<file path="config.mk">
export PLATFORM = sky130hd
export DESIGN_NAME = bounded_xorshift1024star_generator_core
export DESIGN_NICKNAME = d
export VERILOG_FILES = /design/src/xs1024_pkg.sv /design/src/xs1024_mod.sv /design/src/bounded_xorshift1024star_generator_core.sv
export SDC_FILE = /design/constraint.sdc
export NUM_CORES = 2
export LEC_CHECK = 0
export BUFFER_PORTS_ARGS = -buffer_cell sky130_fd_sc_hd__clkbuf_2
export CORE_UTILIZATION = 28
export CTS_CLUSTER_SIZE = 8
export DETAILED_ROUTE_END_ITERATION = 10
export PLACE_DENSITY = 0.48
export SYNTH_ARGS = -nofsm -noshare
export SYNTH_HDL_FRONTEND = slang
export SYNTH_SLANG_ARGS = --single-unit
</file>
<file path="constraint.sdc">
create_clock -name clk -period 11.1 [get_ports clk]
set_input_delay 1.665 -clock clk [delete_from_list [all_inputs] [get_ports clk]]
set_output_delay 1.665 -clock clk [all_outputs]
set_load 0.02 [all_outputs]
</file>
<file path="src/xs1024_pkg.sv">
// ============================================================================
// xs1024_pkg: shared types and constants of the bounded xorshift1024* core
// Request kinds, status codes, the scrambling multiplier and the redraw limit.
// ============================================================================
package xs1024_pkg;

    typedef logic [63:0] word_t;

    // request kinds
    localparam logic [2:0] REQ_BOUNDED = 3'd0;
    localparam logic [2:0] REQ_RAW     = 3'd1;
    localparam logic [2:0] REQ_WRITE   = 3'd2;
    localparam logic [2:0] REQ_COMMIT  = 3'd3;
    localparam logic [2:0] REQ_READ    = 3'd4;

    // response status codes
    localparam logic [1:0] STATUS_OK         = 2'd0;
    localparam logic [1:0] STATUS_RANGE      = 2'd1;
    localparam logic [1:0] STATUS_NOT_SEEDED = 2'd2;

    localparam word_t      STAR_MULT    = 64'd1181783497276652981;
    localparam word_t      ALL_ONES     = 64'hffff_ffff_ffff_ffff;
    localparam logic [6:0] REDRAW_LIMIT = 7'd64;

    // xorshift1024 shift amounts
    localparam int SHIFT_B_LEFT  = 31;
    localparam int SHIFT_B_RIGHT = 11;
    localparam int SHIFT_A_RIGHT = 30;

endpackage

</file>
<file path="src/xs1024_mod.sv">
// ============================================================================
// xs1024_mod: iterative 64-bit remainder unit
// Restoring division, one dividend bit per cycle.
// ============================================================================
module xs1024_mod (
    input  logic                clk,
    input  logic                rst_n,
    input  logic                start,
    input  xs1024_pkg::word_t   dividend,
    input  xs1024_pkg::word_t   divisor,
    output logic                done,
    output xs1024_pkg::word_t   remainder
);
    import xs1024_pkg::*;

    word_t       dvd_reg;
    word_t       div_reg;
    word_t       rem_reg;
    logic [5:0]  cnt_reg;
    logic        busy_reg;
    logic        done_reg;

    logic [64:0] trial;
    logic        fits;

    assign trial = {rem_reg, dvd_reg[63]};
    assign fits  = trial >= {1'b0, div_reg};

    always_ff @(posedge clk or negedge rst_n)
    begin
        if (!rst_n)
        begin
            busy_reg <= 1'b0;
            done_reg <= 1'b0;
            cnt_reg  <= '0;
        end
        else
        begin
            done_reg <= 1'b0;
            if (start)
            begin
                busy_reg <= 1'b1;
                cnt_reg  <= '0;
            end
            else if (busy_reg)
            begin
                cnt_reg <= cnt_reg + 6'd1;
                if (cnt_reg == 6'd63)
                begin
                    busy_reg <= 1'b0;
                    done_reg <= 1'b1;
                end
            end
        end
    end

    // datapath, no reset needed
    always_ff @(posedge clk)
    begin
        if (start)
        begin
            dvd_reg <= dividend;
            div_reg <= divisor;
            rem_reg <= '0;
        end
        else if (busy_reg)
        begin
            dvd_reg <= {dvd_reg[62:0], 1'b0};
            if (fits)
                rem_reg <= 64'(trial - {1'b0, div_reg});
            else
                rem_reg <= trial[63:0];
        end
    end

    assign done      = done_reg;
    assign remainder = rem_reg;

endmodule

</file>
<file path="src/bounded_xorshift1024star_generator_core.sv">
// ============================================================================
// bounded_xorshift1024star_generator_core: bounded xorshift1024* generator
// Sixteen 64-bit state words in a small memory, a 4-bit cursor, a shared
// 32x32 multiplier for the scrambler and a shared iterative remainder unit.
// ============================================================================
//
//  channel  | direction | carries
//  ---------+-----------+-----------------------------------------------
//  s_*      | in        | request: kind, bound, word index, word value
//  m_*      | out       | response: value, position, status
//
//  raw draw: two memory reads, mix and write, three multiply steps,
//    check, response; the reads share the single memory read port
//    and the multiply steps share the 32x32 multiplier
//  bounded draw: a threshold pass of the remainder unit, the raw draw
//    steps per draw and per rejected draw, then a reduction pass
//  write, commit, unseeded draws: straight to response; reads: via ST_READ
//  reset clears cursor, seeded mark and handshake state; state words are
//    undefined until written; s_tready is high only in the idle state, and
//    a held response does not stop the next request from being taken
//
module bounded_xorshift1024star_generator_core (
    input  logic          clk,
    input  logic          rst_n,
    input  logic          s_tvalid,
    output logic          s_tready,
    input  logic [135:0]  s_tdata,   // bound[63:0], word_index[68:64], word_value[132:69]
    input  logic [2:0]    s_tuser,   // req_type[2:0]
    output logic          m_tvalid,
    input  logic          m_tready,
    output logic [71:0]   m_tdata,   // value[63:0], position[67:64]
    output logic [1:0]    m_tuser    // status[1:0]
);
    import xs1024_pkg::*;

    typedef enum logic [3:0] {
        ST_IDLE,
        ST_READ,
        ST_THRESH,
        ST_DRAW_A,
        ST_DRAW_B,
        ST_MIX,
        ST_MUL0,
        ST_MUL1,
        ST_MUL2,
        ST_CHECK,
        ST_REDUCE,
        ST_RESP
    } state_t;

    // request fields
    logic [2:0] in_kind;
    word_t      in_bound;
    logic [4:0] in_index;
    word_t      in_value;
    logic       accept;

    assign in_kind  = s_tuser;
    assign in_bound = s_tdata[63:0];
    assign in_index = s_tdata[68:64];
    assign in_value = s_tdata[132:69];

    // control and datapath registers
    state_t     state_reg,   state_next;
    logic [3:0] cursor_reg,  cursor_next;
    logic       seeded_reg,  seeded_next;
    logic [2:0] kind_reg,    kind_next;
    word_t      bound_reg,   bound_next;
    word_t      t_reg,       t_next;
    word_t      a_reg,       a_next;
    word_t      word_reg,    word_next;
    word_t      acc_reg,     acc_next;
    logic [6:0] k_reg,       k_next;
    word_t      res_value_reg,  res_value_next;
    logic [1:0] res_status_reg, res_status_next;
    logic       out_valid_reg,  out_valid_next;
    word_t      out_value_reg,  out_value_next;
    logic [3:0] out_pos_reg,    out_pos_next;
    logic [1:0] out_status_reg, out_status_next;

    // state word memory, one write and one registered read port
    word_t      mem [16];
    word_t      rd_data_reg;
    logic       mem_we;
    logic [3:0] mem_wa;
    word_t      mem_wd;
    logic [3:0] mem_ra;

    // shared remainder unit
    logic       mod_start;
    word_t      mod_dividend;
    word_t      mod_divisor;
    logic       mod_done;
    word_t      mod_rem;

    // shared 32x32 multiplier
    logic [31:0] mul_a;
    logic [31:0] mul_b;
    logic [63:0] mul_p;

    // xorshift mix of the fetched pair
    word_t      b_shift;
    word_t      mix_word;

    assign accept = s_tvalid && s_tready;
    assign s_tready = (state_reg == ST_IDLE);

    assign b_shift  = rd_data_reg ^ (rd_data_reg << SHIFT_B_LEFT);
    assign mix_word = b_shift ^ a_reg ^ (b_shift >> SHIFT_B_RIGHT) ^ (a_reg >> SHIFT_A_RIGHT);

    // low 64 bits of word * multiplier from three partial products
    always_comb
    begin
        case (state_reg)
            ST_MUL1:
            begin
                mul_a = word_reg[31:0];
                mul_b = STAR_MULT[63:32];
            end
            ST_MUL2:
            begin
                mul_a = word_reg[63:32];
                mul_b = STAR_MULT[31:0];
            end
            default:
            begin
                mul_a = word_reg[31:0];
                mul_b = STAR_MULT[31:0];
            end
        endcase
    end

    assign mul_p = mul_a * mul_b;

    xs1024_mod u_mod (
        .clk       (clk),
        .rst_n     (rst_n),
        .start     (mod_start),
        .dividend  (mod_dividend),
        .divisor   (mod_divisor),
        .done      (mod_done),
        .remainder (mod_rem)
    );

    always_comb
    begin
        state_next      = state_reg;
        cursor_next     = cursor_reg;
        seeded_next     = seeded_reg;
        kind_next       = kind_reg;
        bound_next      = bound_reg;
        t_next          = t_reg;
        a_next          = a_reg;
        word_next       = word_reg;
        acc_next        = acc_reg;
        k_next          = k_reg;
        res_value_next  = res_value_reg;
        res_status_next = res_status_reg;
        out_valid_next  = out_valid_reg && !m_tready;
        out_value_next  = out_value_reg;
        out_pos_next    = out_pos_reg;
        out_status_next = out_status_reg;

        mem_we       = 1'b0;
        mem_wa       = in_index[3:0];
        mem_wd       = in_value;
        mem_ra       = in_index[3:0];
        mod_start    = 1'b0;
        mod_dividend = ALL_ONES;
        mod_divisor  = bound_reg;

        case (state_reg)
            ST_IDLE:
            begin
                mod_divisor = in_bound;
                if (accept)
                begin
                    kind_next       = in_kind;
                    bound_next      = in_bound;
                    res_value_next  = '0;
                    res_status_next = STATUS_OK;
                    state_next      = ST_RESP;
                    case (in_kind)
                        REQ_BOUNDED:
                        begin
                            if (!seeded_reg)
                                res_status_next = STATUS_NOT_SEEDED;
                            else if (in_bound != '0)
                            begin
                                // threshold (2^64-1) mod n first
                                mod_start  = 1'b1;
                                k_next     = 7'd1;
                                state_next = ST_THRESH;
                            end
                        end
                        REQ_RAW:
                        begin
                            if (!seeded_reg)
                                res_status_next = STATUS_NOT_SEEDED;
                            else
                            begin
                                k_next     = 7'd1;
                                state_next = ST_DRAW_A;
                            end
                        end
                        REQ_WRITE:
                        begin
                            if (in_index[4])
                                res_status_next = STATUS_RANGE;
                            else
                                mem_we = 1'b1;
                        end
                        REQ_COMMIT:
                        begin
                            if (in_index[4])
                            begin
                                res_status_next = STATUS_RANGE;
                                seeded_next     = 1'b0;
                            end
                            else
                            begin
                                cursor_next = in_index[3:0];
                                seeded_next = 1'b1;
                            end
                        end
                        REQ_READ:
                        begin
                            // read address already presented this cycle
                            if (in_index[4])
                                res_status_next = STATUS_RANGE;
                            else
                                state_next = ST_READ;
                        end
                        default:
                        begin
                        end
                    endcase
                end
            end
            ST_READ:
            begin
                res_value_next = rd_data_reg;
                state_next     = ST_RESP;
            end
            ST_THRESH:
            begin
                if (mod_done)
                begin
                    t_next     = mod_rem;
                    state_next = ST_DRAW_A;
                end
            end
            ST_DRAW_A:
            begin
                mem_ra     = cursor_reg;
                state_next = ST_DRAW_B;
            end
            ST_DRAW_B:
            begin
                // word at the cursor is back, fetch the next one
                a_next     = rd_data_reg;
                mem_ra     = 4'(cursor_reg + 4'd1);
                state_next = ST_MIX;
            end
            ST_MIX:
            begin
                mem_we      = 1'b1;
                mem_wa      = 4'(cursor_reg + 4'd1);
                mem_wd      = mix_word;
                cursor_next = 4'(cursor_reg + 4'd1);
                word_next   = mix_word;
                state_next  = ST_MUL0;
            end
            ST_MUL0:
            begin
                acc_next   = mul_p;
                state_next = ST_MUL1;
            end
            ST_MUL1:
            begin
                acc_next   = acc_reg + {mul_p[31:0], 32'h0};
                state_next = ST_MUL2;
            end
            ST_MUL2:
            begin
                acc_next   = acc_reg + {mul_p[31:0], 32'h0};
                state_next = ST_CHECK;
            end
            ST_CHECK:
            begin
                mod_dividend = acc_reg;
                if (kind_reg != REQ_BOUNDED)
                begin
                    res_value_next = acc_reg;
                    state_next     = ST_RESP;
                end
                else if ((acc_reg < t_reg) && (k_reg < REDRAW_LIMIT))
                begin
                    // rejected, draw again
                    k_next     = 7'(k_reg + 7'd1);
                    state_next = ST_DRAW_A;
                end
                else
                begin
                    mod_start  = 1'b1;
                    state_next = ST_REDUCE;
                end
            end
            ST_REDUCE:
            begin
                if (mod_done)
                begin
                    res_value_next = mod_rem;
                    state_next     = ST_RESP;
                end
            end
            ST_RESP:
            begin
                // load the output register once it is free
                if (!out_valid_reg || m_tready)
                begin
                    out_valid_next  = 1'b1;
                    out_value_next  = res_value_reg;
                    out_pos_next    = cursor_reg;
                    out_status_next = res_status_reg;
                    state_next      = ST_IDLE;
                end
            end
            default:
            begin
                state_next = ST_IDLE;
            end
        endcase
    end

    always_ff @(posedge clk or negedge rst_n)
    begin
        if (!rst_n)
        begin
            state_reg      <= ST_IDLE;
            cursor_reg     <= '0;
            seeded_reg     <= 1'b0;
            kind_reg       <= REQ_BOUNDED;
            bound_reg      <= '0;
            t_reg          <= '0;
            a_reg          <= '0;
            word_reg       <= '0;
            acc_reg        <= '0;
            k_reg          <= 7'd1;
            res_value_reg  <= '0;
            res_status_reg <= STATUS_OK;
            out_valid_reg  <= 1'b0;
            out_value_reg  <= '0;
            out_pos_reg    <= '0;
            out_status_reg <= STATUS_OK;
        end
        else
        begin
            state_reg      <= state_next;
            cursor_reg     <= cursor_next;
            seeded_reg     <= seeded_next;
            kind_reg       <= kind_next;
            bound_reg      <= bound_next;
            t_reg          <= t_next;
            a_reg          <= a_next;
            word_reg       <= word_next;
            acc_reg        <= acc_next;
            k_reg          <= k_next;
            res_value_reg  <= res_value_next;
            res_status_reg <= res_status_next;
            out_valid_reg  <= out_valid_next;
            out_value_reg  <= out_value_next;
            out_pos_reg    <= out_pos_next;
            out_status_reg <= out_status_next;
        end
    end

    always_ff @(posedge clk)
    begin
        if (mem_we)
            mem[mem_wa] <= mem_wd;
        rd_data_reg <= mem[mem_ra];
    end

    assign m_tvalid = out_valid_reg;
    assign m_tdata  = {4'h0, out_pos_reg, out_value_reg};
    assign m_tuser  = out_status_reg;

    // each mix step advances the cursor by one
    a_cursor_step: assert property (@(posedge clk) disable iff (!rst_n)
        (state_reg == ST_MIX) |=> (cursor_reg == 4'($past(cursor_reg) + 4'd1)))
        else $error("cursor did not advance after mix step");

    // the remainder unit finishes only while the sequencer waits for it
    a_mod_done_wait: assert property (@(posedge clk) disable iff (!rst_n)
        mod_done |-> ((state_reg == ST_THRESH) || (state_reg == ST_REDUCE)))
        else $error("remainder result arrived outside a wait state");

    // redraw count stays within its limit
    a_redraw_limit: assert property (@(posedge clk) disable iff (!rst_n)
        (k_reg <= REDRAW_LIMIT) && (k_reg != 7'd0))
        else $error("redraw count out of range");

    // an unseeded draw never carries a number
    a_unseeded_zero: assert property (@(posedge clk) disable iff (!rst_n)
        (out_valid_reg && (out_status_reg == STATUS_NOT_SEEDED)) |-> (out_value_reg == '0))
        else $error("unseeded response carries a value");

endmodule
</file>
==> parameters.txt <==
Parameter                              Value

Synthesis
  Synth cell count leaders    edfxtp_1, inv_1, nand2_1
  Mean Syn Cell Area    12.4 um^2
  Most numerous cell in the Yosys netlist    edfxtp_1
  Post-synth EDFFs    1,152
  Sequential area share after synthesis    49.2%
  Library cell occupying the most area in the post-synthesis netlist    edfxtp_1
  Area share of the largest cell type after synthesis    34.5%
  Netlist cell types    98
  Top flip-flop cell by instance count after synthesis    edfxtp_1
  Total of flip-flops plus latches after synthesis    1,764
  Async set or reset register ratio after synthesis    27.4%
  Mapped Cells    8,099
  Synth area leaders    edfxtp_1, dfrtp_1, fa_1, ha_1, mux4_2
  Post-synth design cell area    100,000 um^2
  Number of synthesis warnings    0

Floorplanning
  Std-Cell Rows    219
  Total die area    360,000 um^2
  Placeable core region    356,000 um^2
  Initial Utilization    28.1%
  Die height    600 um
  Die Span X    600 um
  Ports placed on the boundary    219

Setup path
  Critical path startpoint    state_reg[2]
  Critical path data required time    11.87 ns
  R2r endpoint    acc_reg[63]
  Path depth of the worst reg2reg path    38
  Largest fanout on the critical path    25
  Setup CP Type    flip-flop to flip-flop
  Critical Path Most Common Cell    fa_1
  Critical path endpoint    acc_reg[63]
  Setup crit end kind    flip-flop
  Startpoint of the worst-slack reg-to-reg timing path    state_reg[2]
  Biggest cell delay along the critical path    0.68 ns
  Reg-to-reg setup timing slack    0.42 ns
  Cell with the biggest individual delay on the critical path    fa_1
  Critical Path Source Type    flip-flop
  Arrival time reported for the critical path endpoint    11.44 ns

Finish
  Fillers    35,700
  Biggest register    mem
  Proportion of layout cells with a drive suffix above 1    16.2%
  Flip-flop count of the largest register, all copies and words added    1,024
  Area delta synth->final    15.2%
  Final net count    9,715

CTS
  Buffer levels on the longest clock path    4
  Clock latency reported for the late side of the worst-skew pair    0.96 ns
  Clock-pin slew on the worst setup and hold paths    0.06 ns
  Number of buffers inserted for hold repair after clock tree synthesis    0
  Clock tree from TritonCTS    done
  Buffer cell driving the clock tree root    clkbuf_16
  Number of buffers created by CTS    249
  Clock sink total    1,764
  Max H-tree Level    4

Global route
  First-pass GRT wire length    487,000 um
  Leftover overflow at the end of global routing    0
  Number of antenna violations at the first check in global routing    22
  Via count of the first global-routing pass    67,800
  Overall track demand over capacity in global routing    18.7%
  Pin count of the biggest net entering global routing    114

Routing
  Number of search-and-repair iterations in the first detailed-routing pass    11
  Final wirelength    337,000 um
  DRT antenna net count    0
  Avg Vias per Cell    4.88
  Initial drt markers    5,535
  Post-route DRC    17
  Total vias in the final route    65,500
  Routed WL per cell    25.1 um

Timing
  Final critical-path setup slack    0.425 ns
  Fmax achieved    0.0937 GHz
  Setup repair after global routing missed its margin    no
  Min cycle time layout    10.68 ns
  Period Utilization, post-route    96.2%
  Worst slew slack as a fraction of its limit    19.5%
  Total count of max-transition violations in the final report    0
  Slew at the pin closest to its max-slew limit    1.20 ns
  Count of endpoints failing hold in the final timing report    0
  Final Skew    0.118 ns
  Setup-failing EPs final    0
  Setup TNS Final    0 ns

Job
  Maximum capacitance violations    0

Placed design
  Half-perimeter wire length of the detailed placement result    244,000 um
  Worst-case setup slack after placement    0.555 ns
  GPL Wtd Cong    0.930
  Number of buffers inserted by port buffering    211

Status
  Failing checks    DRC
  Status    finished with violations

Hold path
  Classification of the worst-slack hold path    flip-flop to flip-flop
## layout by cell type (no fill, tap or decap), drive strengths merged, types with 52 or more instances in the layout
cell type / netlist / layout
a211oi: 89 / 89
a21o: 127 / 127
a21oi: 376 / 376
a222oi: 64 / 64
a31oi: 95 / 95
and2: 78 / 78
buf: 110 / 299
clkbuf: 313 / 642
dfrtp: 483 / 483
dfxtp: 128 / 128
edfxtp: 1152 / 1152
fa: 552 / 552
ha: 547 / 547
inv: 934 / 935
mux2: 284 / 284
mux4: 256 / 256
nand2: 847 / 847
nand4: 52 / 52
nor2: 561 / 561
o21ai: 178 / 178
xnor2: 241 / 241
xor2: 90 / 90
## timing repair
action,in CTS,in global routing
endpoints found under the setup margin,0,2
gates resized for setup,0,2
buffers inserted,0,3
## how the worst min path moves through the flow
stage,startpoint,endpoint,slack (ns),cells past startpoint
after detailed placement,word_reg[35],word_reg[35],0.46,2
final,word_reg[35],word_reg[35],0.47,2
after floorplan,rd_data_reg[42],a_reg[42],0.44,2
after CTS,word_reg[35],word_reg[35],0.47,2
after global placement,word_reg[22],word_reg[22],0.46,2
after global routing,word_reg[21],word_reg[21],0.49,2
## cell type report
class / count / area, um^2 / share of cell area, %
Tap cell: 4751 / 5940 / 5.15
Sequential cell: 1764 / 49300 / 42.7
Clock buffer: 432 / 6980 / 6.05
Timing Repair Buffer: 509 / 3430 / 2.97
Antenna cell: 13 / 32.5 / 0.0282
Multi-Input combinational cell: 5014 / 46100 / 39.9
Clock inverter: 10 / 155 / 0.134
Inverter: 935 / 3510 / 3.05
## critical path, delay by kind of cell (launching register included)
kind	cells	cell delay, ns
DFF	1	0.40
adders and majority gates	10	4.92
xor gates and xnor gates	2	0.46
and+or+nand+nor	6	1.54
muxes	1	0.11
AOI/OAI and AO/OA	8	1.24
buffers and inverters	11	1.83
## cell families after synthesis
family	count (synthesis)	share of synthesized area (%)
XOR/XNOR	331	2.89
adder cells (fa/ha/maj)	1100	17.9
other	2	0.00750
AO/OA/AOI/OAI	1192	7.88
buffers and inverters	1358	5.29
AND/OR/NAND/NOR	1781	7.60
flip-flops	1764	49.2
multiplexers	571	9.26
## per-stage QoR
step                      utilization, %  instance area (um^2)  hold WS [ns]  instances
after floorplan                        -                100000         0.437       8136
after global placement              30.4                108000         0.458      13000
after detailed placement            30.4                108000         0.458      13000
after CTS                           32.4                115000         0.475      13400
after global routing                32.4                115000         0.492      13400
final                               32.4                115000         0.472      13400
## routing by layer
layer	vias to the layer above	routed length, um	global-route usage (%)
li1	29100	-	-
met1	34200	143000	24.7
met2	1781	164000	31.5
met3	426	17900	2.54
met4	2	12200	6.33
met5	-	17	0
Power is not shown: default switching activity piles up to over one toggle a cycle in this logic, so the estimate is an artifact.
